[src/hw/rtl/c8sfr_pkg.sv]
// Shared types, constants and the CRC-8 step for the framed serial receiver.
package c8sfr_pkg;

    // Hunt phases
    localparam logic [1:0] PH_SEEK_AA = 2'd0;
    localparam logic [1:0] PH_SEEK_CC = 2'd1;
    localparam logic [1:0] PH_COLLECT = 2'd2;

    // Framing bytes
    localparam logic [7:0] HDR_BYTE0 = 8'hAA;
    localparam logic [7:0] HDR_BYTE1 = 8'hCC;
    localparam logic [7:0] TERM_LF   = 8'h0A;
    localparam logic [7:0] TERM_CR   = 8'h0D;
    localparam logic [7:0] CRC_POLY  = 8'h07;

    // Command characters
    localparam logic [7:0] CH_W = 8'h57;
    localparam logic [7:0] CH_E = 8'h45;
    localparam logic [7:0] CH_G = 8'h47;
    localparam logic [7:0] CH_B = 8'h42;
    localparam logic [7:0] CH_A = 8'h41;
    localparam logic [7:0] CH_R = 8'h52;

    // Frame offsets
    localparam int HDR_LEN        = 2;
    localparam int OFF_LEN_LO     = 2;
    localparam int OFF_LEN_HI     = 3;
    localparam int OFF_CRC_FIRST  = 4;
    localparam int OFF_TERM_MIN   = 5;
    localparam int OFF_CMD        = 6;
    localparam int OFF_TYP        = 7;
    localparam int OFF_PAY_FIRST  = 8;
    localparam int PAY_BYTES      = 8;
    localparam int PAY_WORD_LO    = 2;
    localparam int PAY_WORD_HI    = 3;
    localparam logic [15:0] LEN_MIN = 16'd8;

    // Offset field width covers the largest supported frame (64 bytes)
    localparam int OFF_W = 6;

    // Result kinds
    localparam logic [2:0] KIND_ODOM     = 3'd0;
    localparam logic [2:0] KIND_GYRO     = 3'd1;
    localparam logic [2:0] KIND_MAG      = 3'd2;
    localparam logic [2:0] KIND_SPEED    = 3'd3;
    localparam logic [2:0] KIND_UNKNOWN  = 3'd4;
    localparam logic [2:0] KIND_CRC_ERR  = 3'd5;
    localparam logic [2:0] KIND_LEN_ERR  = 3'd6;
    localparam logic [2:0] KIND_OVERLONG = 3'd7;

    localparam int DATA_W = 136;

    // Summary of a finished frame handed from the collector to the decoder
    typedef struct packed {
        logic             overlong;
        logic             len_bad;
        logic             crc_bad;
        logic [7:0]       cmd;
        logic [7:0]       typ;
        logic [OFF_W-1:0] term_off;
    } frame_sum_t;

    // One byte of CRC-8, MSB first, no reflection
    function automatic logic [7:0] crc8_byte(input logic [7:0] crc, input logic [7:0] b);
        logic [7:0] c;
        int         k;
        c = crc ^ b;
        for (k = 0; k < 8; k++) begin
            c = {c[6:0], 1'b0} ^ (c[7] ? CRC_POLY : 8'h00);
        end
        return c;
    endfunction

endpackage

[src/hw/rtl/c8sfr_frame_mem.sv]
// Frame byte store: 32-bit words with byte-lane writes, two registered read ports.
module c8sfr_frame_mem #(
    parameter int WORDS = 8,
    parameter int AW    = 3
) (
    input  logic          aclk,
    input  logic          wr_en,
    input  logic [AW-1:0] wr_addr,
    input  logic [1:0]    wr_lane,
    input  logic [7:0]    wr_byte,
    input  logic          rd_en,
    input  logic [AW-1:0] rd_addr_a,
    input  logic [AW-1:0] rd_addr_b,
    output logic [31:0]   rd_data_a,
    output logic [31:0]   rd_data_b
);

    logic [31:0] store_mem [WORDS];

    always_ff @(posedge aclk) begin
        if (wr_en) begin
            store_mem[wr_addr][{wr_lane, 3'b000} +: 8] <= wr_byte;
        end
    end

    always_ff @(posedge aclk) begin
        if (rd_en) begin
            rd_data_a <= store_mem[rd_addr_a];
            rd_data_b <= store_mem[rd_addr_b];
        end
    end

endmodule

[src/hw/rtl/c8sfr_collect.sv]
// Header hunt, frame collection, running CRC and length/command capture.
module c8sfr_collect
    import c8sfr_pkg::*;
#(
    parameter int MAX_FRAME_BYTES = 31,
    parameter int LEN_LIMIT       = 31,
    parameter int AW              = 3
) (
    input  logic          aclk,
    input  logic          aresetn,
    input  logic          in_fire,
    input  logic [7:0]    rx_byte,
    output logic          mem_wr_en,
    output logic [AW-1:0] mem_wr_addr,
    output logic [1:0]    mem_wr_lane,
    output logic [7:0]    mem_wr_byte,
    output logic          ev_valid,
    output frame_sum_t    ev_sum
);

    localparam int CW = $clog2(MAX_FRAME_BYTES + 1);
    localparam logic [CW-1:0] CntMax = CW'(MAX_FRAME_BYTES);
    localparam logic [15:0]   LenMax = 16'(LEN_LIMIT);

    logic [1:0]    phase_reg, phase_next;
    logic [CW-1:0] count_reg, count_next;
    logic [7:0]    prev1_reg, prev1_next;
    logic [7:0]    prev2_reg, prev2_next;
    logic [7:0]    crc_reg, crc_next;
    logic [7:0]    len_lo_reg, len_lo_next;
    logic [7:0]    len_hi_reg, len_hi_next;
    logic [7:0]    cmd_reg, cmd_next;
    logic [7:0]    typ_reg, typ_next;

    logic          is_term;
    logic [15:0]   len_val;
    logic [15:0]   n_val;

    assign len_val     = {len_hi_reg, len_lo_reg};
    assign n_val       = 16'(count_reg) + 16'd1;
    assign is_term     = (count_reg >= CW'(OFF_TERM_MIN)) && (rx_byte == TERM_CR)
                         && (prev1_reg == TERM_LF);
    assign mem_wr_addr = AW'(count_reg[CW-1:2]);
    assign mem_wr_lane = count_reg[1:0];
    assign mem_wr_byte = rx_byte;

    always_comb begin
        phase_next  = phase_reg;
        count_next  = count_reg;
        prev1_next  = prev1_reg;
        prev2_next  = prev2_reg;
        crc_next    = crc_reg;
        len_lo_next = len_lo_reg;
        len_hi_next = len_hi_reg;
        cmd_next    = cmd_reg;
        typ_next    = typ_reg;
        mem_wr_en   = 1'b0;
        ev_valid    = 1'b0;

        ev_sum.overlong = 1'b0;
        ev_sum.len_bad  = (len_val < LEN_MIN) || (len_val > LenMax) || (len_val != n_val);
        // CRC covers offsets 4 .. n-4; its check byte (n-3) is two bytes back
        ev_sum.crc_bad  = (crc_reg != prev2_reg);
        ev_sum.cmd      = (count_reg == CW'(OFF_CMD)) ? rx_byte : cmd_reg;
        ev_sum.typ      = (count_reg == CW'(OFF_TYP)) ? rx_byte : typ_reg;
        ev_sum.term_off = OFF_W'(count_reg);

        if (in_fire) begin
            prev1_next = rx_byte;
            prev2_next = prev1_reg;
            case (phase_reg)
                PH_COLLECT: begin
                    if (count_reg >= CntMax) begin
                        ev_valid        = 1'b1;
                        ev_sum.overlong = 1'b1;
                        phase_next      = PH_SEEK_AA;
                        count_next      = '0;
                    end else begin
                        mem_wr_en  = 1'b1;
                        count_next = count_reg + CW'(1);
                        if (count_reg == CW'(OFF_LEN_LO)) len_lo_next = rx_byte;
                        if (count_reg == CW'(OFF_LEN_HI)) len_hi_next = rx_byte;
                        if (count_reg == CW'(OFF_CMD))    cmd_next    = rx_byte;
                        if (count_reg == CW'(OFF_TYP))    typ_next    = rx_byte;
                        // fold in the byte two positions back once it is past offset 3
                        if (count_reg >= CW'(OFF_CRC_FIRST + 2)) begin
                            crc_next = crc8_byte(crc_reg, prev2_reg);
                        end
                        if (is_term) begin
                            ev_valid   = 1'b1;
                            phase_next = PH_SEEK_AA;
                            count_next = '0;
                        end
                    end
                end
                PH_SEEK_CC: begin
                    if (rx_byte == HDR_BYTE1) begin
                        phase_next = PH_COLLECT;
                        count_next = CW'(HDR_LEN);
                        crc_next   = 8'h00;
                    end else if (rx_byte != HDR_BYTE0) begin
                        phase_next = PH_SEEK_AA;
                    end
                end
                PH_SEEK_AA: begin
                    phase_next = (rx_byte == HDR_BYTE0) ? PH_SEEK_CC : PH_SEEK_AA;
                    count_next = '0;
                end
                default: begin
                    phase_next = PH_SEEK_AA;
                    count_next = '0;
                end
            endcase
        end
    end

    always_ff @(posedge aclk) begin
        if (!aresetn) begin
            phase_reg <= PH_SEEK_AA;
            count_reg <= '0;
            prev1_reg <= 8'h00;
            prev2_reg <= 8'h00;
        end else begin
            phase_reg <= phase_next;
            count_reg <= count_next;
            prev1_reg <= prev1_next;
            prev2_reg <= prev2_next;
        end
    end

    always_ff @(posedge aclk) begin
        crc_reg    <= crc_next;
        len_lo_reg <= len_lo_next;
        len_hi_reg <= len_hi_next;
        cmd_reg    <= cmd_next;
        typ_reg    <= typ_next;
    end

    a_collect_count: assert property (@(posedge aclk) disable iff (!aresetn)
        phase_reg == PH_COLLECT |-> count_reg >= CW'(HDR_LEN) && count_reg <= CntMax)
        else $error("collect count out of range");

    a_event_rehunt: assert property (@(posedge aclk) disable iff (!aresetn)
        ev_valid |=> phase_reg == PH_SEEK_AA && count_reg == '0)
        else $error("hunt not restarted after frame event");

endmodule

[src/hw/rtl/c8sfr_decode.sv]
// Frame decode stage, held gyro/speed values and the result output register.
module c8sfr_decode
    import c8sfr_pkg::*;
(
    input  logic              aclk,
    input  logic              aresetn,
    input  logic              ev_valid,
    input  frame_sum_t        ev_sum,
    input  logic [31:0]       pay_lo,
    input  logic [31:0]       pay_hi,
    output logic              stage_ready,
    output logic              m_tvalid,
    input  logic              m_tready,
    output logic [DATA_W-1:0] m_tdata,
    output logic [2:0]        m_tuser
);

    logic              p_valid_reg, p_valid_next;
    frame_sum_t        p_sum_reg;
    logic [15:0]       gyro_reg, gyro_next;
    logic [15:0]       lspd_reg, lspd_next;
    logic [15:0]       rspd_reg, rspd_next;
    logic              m_tvalid_reg, m_tvalid_next;
    logic [2:0]        kind_reg;
    logic [DATA_W-1:0] data_reg;

    logic              adv;
    logic              load;
    logic [63:0]       pay_word;
    logic [7:0]        pb [PAY_BYTES];
    logic [2:0]        kind;
    logic [31:0]       left_dist;
    logic [31:0]       right_dist;
    logic [15:0]       compass_deg;
    logic [7:0]        compass_stat;

    assign adv         = !m_tvalid_reg || m_tready;
    assign load        = p_valid_reg && adv;
    assign stage_ready = !p_valid_reg || adv;
    assign pay_word    = {pay_hi, pay_lo};

    // Payload bytes: the terminator is written the same cycle the words are read,
    // so it is forwarded; bytes past the end of the frame read as zero.
    always_comb begin
        for (int k = 0; k < PAY_BYTES; k++) begin
            if (OFF_W'(OFF_PAY_FIRST + k) == p_sum_reg.term_off) begin
                pb[k] = TERM_CR;
            end else if (OFF_W'(OFF_PAY_FIRST + k) > p_sum_reg.term_off) begin
                pb[k] = 8'h00;
            end else begin
                pb[k] = pay_word[8*k +: 8];
            end
        end
    end

    always_comb begin
        gyro_next    = gyro_reg;
        lspd_next    = lspd_reg;
        rspd_next    = rspd_reg;
        left_dist    = 32'h0;
        right_dist   = 32'h0;
        compass_deg  = 16'h0;
        compass_stat = 8'h00;
        if (p_sum_reg.overlong) begin
            kind = KIND_OVERLONG;
        end else if (p_sum_reg.len_bad) begin
            kind = KIND_LEN_ERR;
        end else if (p_sum_reg.crc_bad) begin
            kind = KIND_CRC_ERR;
        end else if (p_sum_reg.cmd == CH_W && p_sum_reg.typ == CH_E) begin
            kind       = KIND_ODOM;
            left_dist  = {pb[3], pb[2], pb[1], pb[0]};
            right_dist = {pb[7], pb[6], pb[5], pb[4]};
        end else if (p_sum_reg.cmd == CH_G && p_sum_reg.typ == CH_B) begin
            kind      = KIND_GYRO;
            gyro_next = {pb[1], pb[0]};
        end else if (p_sum_reg.cmd == CH_E && p_sum_reg.typ == CH_A) begin
            kind         = KIND_MAG;
            compass_deg  = {pb[1], pb[0]};
            compass_stat = pb[2];
        end else if (p_sum_reg.cmd == CH_W && p_sum_reg.typ == CH_R) begin
            kind      = KIND_SPEED;
            rspd_next = {pb[1], pb[0]};
            lspd_next = {pb[3], pb[2]};
        end else begin
            kind = KIND_UNKNOWN;
        end
    end

    always_comb begin
        p_valid_next  = p_valid_reg;
        m_tvalid_next = m_tvalid_reg;
        if (adv) begin
            m_tvalid_next = p_valid_reg;
            p_valid_next  = 1'b0;
        end
        if (ev_valid) begin
            p_valid_next = 1'b1;
        end
    end

    always_ff @(posedge aclk) begin
        if (!aresetn) begin
            p_valid_reg  <= 1'b0;
            m_tvalid_reg <= 1'b0;
            gyro_reg     <= 16'h0;
            lspd_reg     <= 16'h0;
            rspd_reg     <= 16'h0;
        end else begin
            p_valid_reg  <= p_valid_next;
            m_tvalid_reg <= m_tvalid_next;
            if (load) begin
                gyro_reg <= gyro_next;
                lspd_reg <= lspd_next;
                rspd_reg <= rspd_next;
            end
        end
    end

    always_ff @(posedge aclk) begin
        if (ev_valid) begin
            p_sum_reg <= ev_sum;
        end
        if (load) begin
            kind_reg <= kind;
            data_reg <= {compass_stat, compass_deg, rspd_next, lspd_next, gyro_next,
                         right_dist, left_dist};
        end
    end

    assign m_tvalid = m_tvalid_reg;
    assign m_tdata  = data_reg;
    assign m_tuser  = kind_reg;

    a_stall_cause: assert property (@(posedge aclk) disable iff (!aresetn)
        !stage_ready |-> p_valid_reg && m_tvalid_reg && !m_tready)
        else $error("input stalled without a blocked result");

    a_held_stable: assert property (@(posedge aclk) disable iff (!aresetn)
        !load |=> $stable(gyro_reg) && $stable(lspd_reg) && $stable(rspd_reg))
        else $error("held values changed without a result");

    a_no_overrun: assert property (@(posedge aclk) disable iff (!aresetn)
        ev_valid |-> stage_ready)
        else $error("frame event while decode stage blocked");

endmodule

[src/hw/rtl/crc8_serial_frame_receiver_core.sv]
// Top level of the CRC-8 framed serial receiver: collector, frame store, decoder.
// Throughput: one received byte per cycle; s_tready drops only while a result
//   sits in the decode stage and the output register is held by m_tready low.
// Result path: the edge that accepts the terminating (or overflowing) byte
//   captures the frame summary and the frame store read; a later edge, once the
//   output register is free, decodes into it and raises m_tvalid.
// Reset (aresetn low, synchronous): hunt restarts at the first header byte, the
//   byte count and the held gyro/speed values clear; the frame store is not cleared.
module crc8_serial_frame_receiver_core
    import c8sfr_pkg::*;
#(
    parameter int MAX_FRAME_BYTES = 31,
    parameter int LEN_LIMIT       = 31
) (
    input  logic              aclk,
    input  logic              aresetn,
    input  logic              s_tvalid,
    output logic              s_tready,
    input  logic [7:0]        s_tdata,   // [7:0] rx_byte
    output logic              m_tvalid,
    input  logic              m_tready,
    // [31:0] left_distance, [63:32] right_distance, [79:64] heading,
    // [95:80] left_wheel_speed, [111:96] right_wheel_speed,
    // [127:112] compass_degrees, [135:128] compass_status
    output logic [DATA_W-1:0] m_tdata,
    output logic [2:0]        m_tuser    // [2:0] kind
);

    // Frame store words; at least four so the payload words (offsets 8..15) exist
    localparam int NeedWords = (MAX_FRAME_BYTES + 3) / 4;
    localparam int MemWords  = (NeedWords < 4) ? 4 : NeedWords;
    localparam int AW        = $clog2(MemWords);

    logic          in_fire;
    logic          stage_ready;
    logic          mem_wr_en;
    logic [AW-1:0] mem_wr_addr;
    logic [1:0]    mem_wr_lane;
    logic [7:0]    mem_wr_byte;
    logic          ev_valid;
    frame_sum_t    ev_sum;
    logic [31:0]   pay_lo;
    logic [31:0]   pay_hi;

    assign s_tready = stage_ready;
    assign in_fire  = s_tvalid && s_tready;

    // Hunt/collect: writes each frame byte into the store, tracks CRC and fields
    c8sfr_collect #(
        .MAX_FRAME_BYTES (MAX_FRAME_BYTES),
        .LEN_LIMIT       (LEN_LIMIT),
        .AW              (AW)
    ) u_collect (
        .aclk        (aclk),
        .aresetn     (aresetn),
        .in_fire     (in_fire),
        .rx_byte     (s_tdata),
        .mem_wr_en   (mem_wr_en),
        .mem_wr_addr (mem_wr_addr),
        .mem_wr_lane (mem_wr_lane),
        .mem_wr_byte (mem_wr_byte),
        .ev_valid    (ev_valid),
        .ev_sum      (ev_sum)
    );

    // Payload words are fetched on the frame event; decode sees them next cycle
    c8sfr_frame_mem #(
        .WORDS (MemWords),
        .AW    (AW)
    ) u_frame_mem (
        .aclk      (aclk),
        .wr_en     (mem_wr_en),
        .wr_addr   (mem_wr_addr),
        .wr_lane   (mem_wr_lane),
        .wr_byte   (mem_wr_byte),
        .rd_en     (ev_valid),
        .rd_addr_a (AW'(PAY_WORD_LO)),
        .rd_addr_b (AW'(PAY_WORD_HI)),
        .rd_data_a (pay_lo),
        .rd_data_b (pay_hi)
    );

    // Kind selection, held-value update and output register
    c8sfr_decode u_decode (
        .aclk        (aclk),
        .aresetn     (aresetn),
        .ev_valid    (ev_valid),
        .ev_sum      (ev_sum),
        .pay_lo      (pay_lo),
        .pay_hi      (pay_hi),
        .stage_ready (stage_ready),
        .m_tvalid    (m_tvalid),
        .m_tready    (m_tready),
        .m_tdata     (m_tdata),
        .m_tuser     (m_tuser)
    );

endmodule
[config.mk]
export PLATFORM = sky130hd
export DESIGN_NAME = crc8_serial_frame_receiver_core
export DESIGN_NICKNAME = d
export VERILOG_FILES = /design/src/hw/rtl/c8sfr_pkg.sv /design/src/hw/rtl/c8sfr_frame_mem.sv /design/src/hw/rtl/c8sfr_collect.sv /design/src/hw/rtl/c8sfr_decode.sv /design/src/hw/rtl/crc8_serial_frame_receiver_core.sv
export SDC_FILE = /design/constraint.sdc
export NUM_CORES = 1
export LEC_CHECK = 0
export BUFFER_PORTS_ARGS = -buffer_cell sky130_fd_sc_hd__buf_2
export CORE_ASPECT_RATIO = 0.8
export CORE_MARGIN = 3
export CORE_UTILIZATION = 40
export CTS_CLUSTER_DIAMETER = 60
export DETAILED_ROUTE_END_ITERATION = 7
export PLACE_DENSITY_LB_ADDON = 0.12
export SLEW_MARGIN = 10
export SYNTH_ARGS = -nofsm -noshare
export SYNTH_HDL_FRONTEND = slang
export SYNTH_SLANG_ARGS = --single-unit
[constraint.sdc]
create_clock -name aclk -period 18.45 [get_ports aclk]
set_input_delay 3.69 -clock aclk [delete_from_list [all_inputs] [get_ports aclk]]
set_output_delay 3.69 -clock aclk [all_outputs]
set_load 0.02 [all_outputs]
==> flow_summary_export.csv <==
group,metric,value,unit
clock_network,cts_buffers,43,
setup_path,critPathArrivalTime,4170,ps
final_layout,multi_input_area,0.00372,mm2
pwr,cellPowerDensity,101,mW/mm2
drt,antenna_left,0,
placed_design,dp_hpwl,22900,um
yosys,synth.top_cells.by_count,"edfxtp_1 (331), nand2_1 (169), nor2_1 (94)",
yosys,synth_top_cell_by_area,"edfxtp_1",
floorplanning,dieArea,0.0409,mm2
yosys,async_flop_share,0,
pwr,power_leakage,5.29,nW
final_layout,syn_to_final_growth,16.7,%
setup_path,cp-end-kind,"output port",
final_layout,final_area,0.0180,mm2
drt,vias,9253,
sta,final-hold-violation-count,0,
global_routing,use_met2,0.274,
placed_design,gp_congestion,0.807,
clock_network,clkSlewWorstSetupHoldPaths,60,ps
sta,period_share,0.426,
sta,skew,11.0,ps
global_routing,gr-usage-met1,0.233,
drt,route.detailed.drc,0,
setup_path,reg2regPathDepth,8,
global_routing,met3_usage,0.0317,
yosys,synthAdderAreaFrac,0.0114,
yosys,synth_compound_area_frac,0.0637,
clock_network,cts_resized,0,
clock_network,clock_latency,540,ps
worst_hold_path,hold_depth,0,
yosys,synthFlopType,"edfxtp_1",
drt,routedWlPerCell,19.0,um
global_routing,grt_use_total,0.169,
yosys,synth-edff-count,331,
final_layout,layout.nets,1331,
floorplanning,ios,153,
yosys,synth_area_leaders,"edfxtp_1 (64%), dfxtp_1 (9.5%), nand2_1 (4.1%)",
clock_network,htree_levels,2,
yosys,syn_avg_cell_area,13.3,um2
final_layout,regArea,0.0114,mm2
yosys,synthesis.nets,1185,
setup_path,reg2reg_slack,14610,ps
yosys,syn_inst,1159,
drt,wl,34600,um
setup_path,worstSetupStartpointType,"input pin",
sta,finalSetupViolations,0,
final_layout,num_antenna_cells,0,
final_layout,largest_reg_flops,136,
sta,slew_headroom,0.228,
floorplanning,row_count,63,
global_routing,grt_busiest_layer,"met2",
run_status,status,"finished clean",
setup_path,required,14760,ps
final_layout,drive_gt1_frac,0.187,
setup_path,path_class,"in2out",
yosys,synth_top_family_by_area,"simple AND/OR/NAND/NOR gates",
placed_design,dpl-instance-area,0.0166,mm2
setup_path,r2r-start,"u_collect.count_reg[0]$_SDFFE_PN0P_",
sta,period_needed,7860,ps
yosys,yosys.area_share.simple,0.136,
setup_path,critPathMaxFanout,4,
floorplanning,die_width,225,um
yosys,synth_top_area_frac,0.645,
drt,first_iter_violations,698,
pwr,ir_drop,0.0000612,V
clock_network,clk_path_buf_depth,3,
global_routing,antenna_found_initial,0,
global_routing,grt_max_degree,66,
worst_hold_path,min_from,"u_frame_mem.store_mem[2][18]$_DFFE_PP_",
worst_hold_path,hold_path_end,"u_frame_mem.rd_data_a[18]$_DFFE_PP_",
clock_network,cts_hold_buf,0,
yosys,netlist_area,0.0154,mm2
clock_network,clock_sinks,404,
floorplanning,die_h,182,um
worst_hold_path,min_path_type,"reg2reg",
final_layout,final.fill_count,3389,
drt,dr.pass1.iters,5,
yosys,synthMuxAreaShare,0.0136,
yosys,yosys.cell_count.top_type,"edfxtp_1",
sta,clock.fmax,127,MHz
placed_design,port-buffer-count,152,
global_routing,grt_overflow,0,
job,cap_violations,0,
clock_network,cts_root_buf,"clkbuf_16",
drt,drt-vias-per-instance,5.07,
yosys,yosysSeqAreaShare,0.740,
global_routing,grt_pass1_vias,9153,
sta,rsz0062_at_grt,"false",
global_routing,grt_pass1_wl,53300,um
sta,tns,0,ps
yosys,synth_xor_area_frac,0.0153,
floorplanning,core,0.0375,mm2
yosys,ys_types,57,
yosys,ys_ff_latch,404,
yosys,synth-warning-count,0,
clock_network,cts_tree,"done",
setup_path,r2r_end,"u_decode.p_sum_reg[19]$_DFFE_PP_",
floorplanning,start_util,0.411,
sta,tightest_slew,1150,ps
sta,drv_slew,0,
clock_network,post_cts_buffers,0,
==> cell usage in the layout (no fill, tap or decap), drive strengths merged, types with 9 or more instances in the layout <==
cell    count
nand3      43
inv        16
a211oi      9
ha         14
nand2     169
a21oi      76
nor2       94
xnor2      22
mux2       16
clkbuf     59
and2       48
o21ai      59
dfxtp      73
nand2b     17
buf       163
nor3       18
and3       17
clkinv     15
edfxtp    331
==> per-layer routing <==
metal | share of wire | vias to the layer above
met5 | 0 | -
met4 | 0.024 | 0
met3 | 0.050 | 56
met2 | 0.47 | 227
met1 | 0.46 | 4505
li1 | - | 4465
==> report_power, final <==
part	switching (mW)	internal [mW]	total (mW)
Sequential	0.00138	0.976	0.977
Combinational	0.0153	0.00624	0.0215
Clock	0.337	0.485	0.822
Total	0.353	1.47	1.82
==> cell type report <==
cell class / count / area share
clock buffers: 59 / 0.0672
well taps: 487 / 0.0339
inverters: 15 / 0.00313
clock inverters: 19 / 0.00779
repair buffers: 163 / 0.0469
multi-input cells: 678 / 0.207
flip-flops and latches: 404 / 0.634
==> stage by stage <==
step	power (mW)	instances	hold WS (ps)	setup WS, ps	utilization
4_1_cts	1.84	1825	418	10590	0.479
6_report	1.82	1825	412	10590	0.479
3_3_place_gp	1.02	1747	402	10590	0.443
3_5_place_dp	1.02	1747	405	10600	0.443
5_1_grt	1.89	1825	425	10560	0.479
2_1_floorplan	1.01	1159	400	8380	-
==> worst max-delay path, stage by stage <==
cell	delay, ps
buf_2	100
nand3b_1	190
buf_2	190
==> worst max path at each step <==
stage | from | endpoint | cells past startpoint
after floorplan | m_tready | u_decode.gyro_reg[10]$_SDFFE_PN0P_ | 6
after global placement | m_tready | s_tready | 3
after detailed placement | m_tready | s_tready | 3
after CTS | m_tready | s_tready | 3
after global routing | m_tready | s_tready | 3
final | m_tready | s_tready | 3
==> logic make-up after synthesis <==
group | count (synthesis)
flops | 404
mux | 19
simple gates | 444
fa+ha+maj | 14
xor+xnor | 27
compound gates | 174
buf+inv | 77
Power figures use the tool's default switching activity.
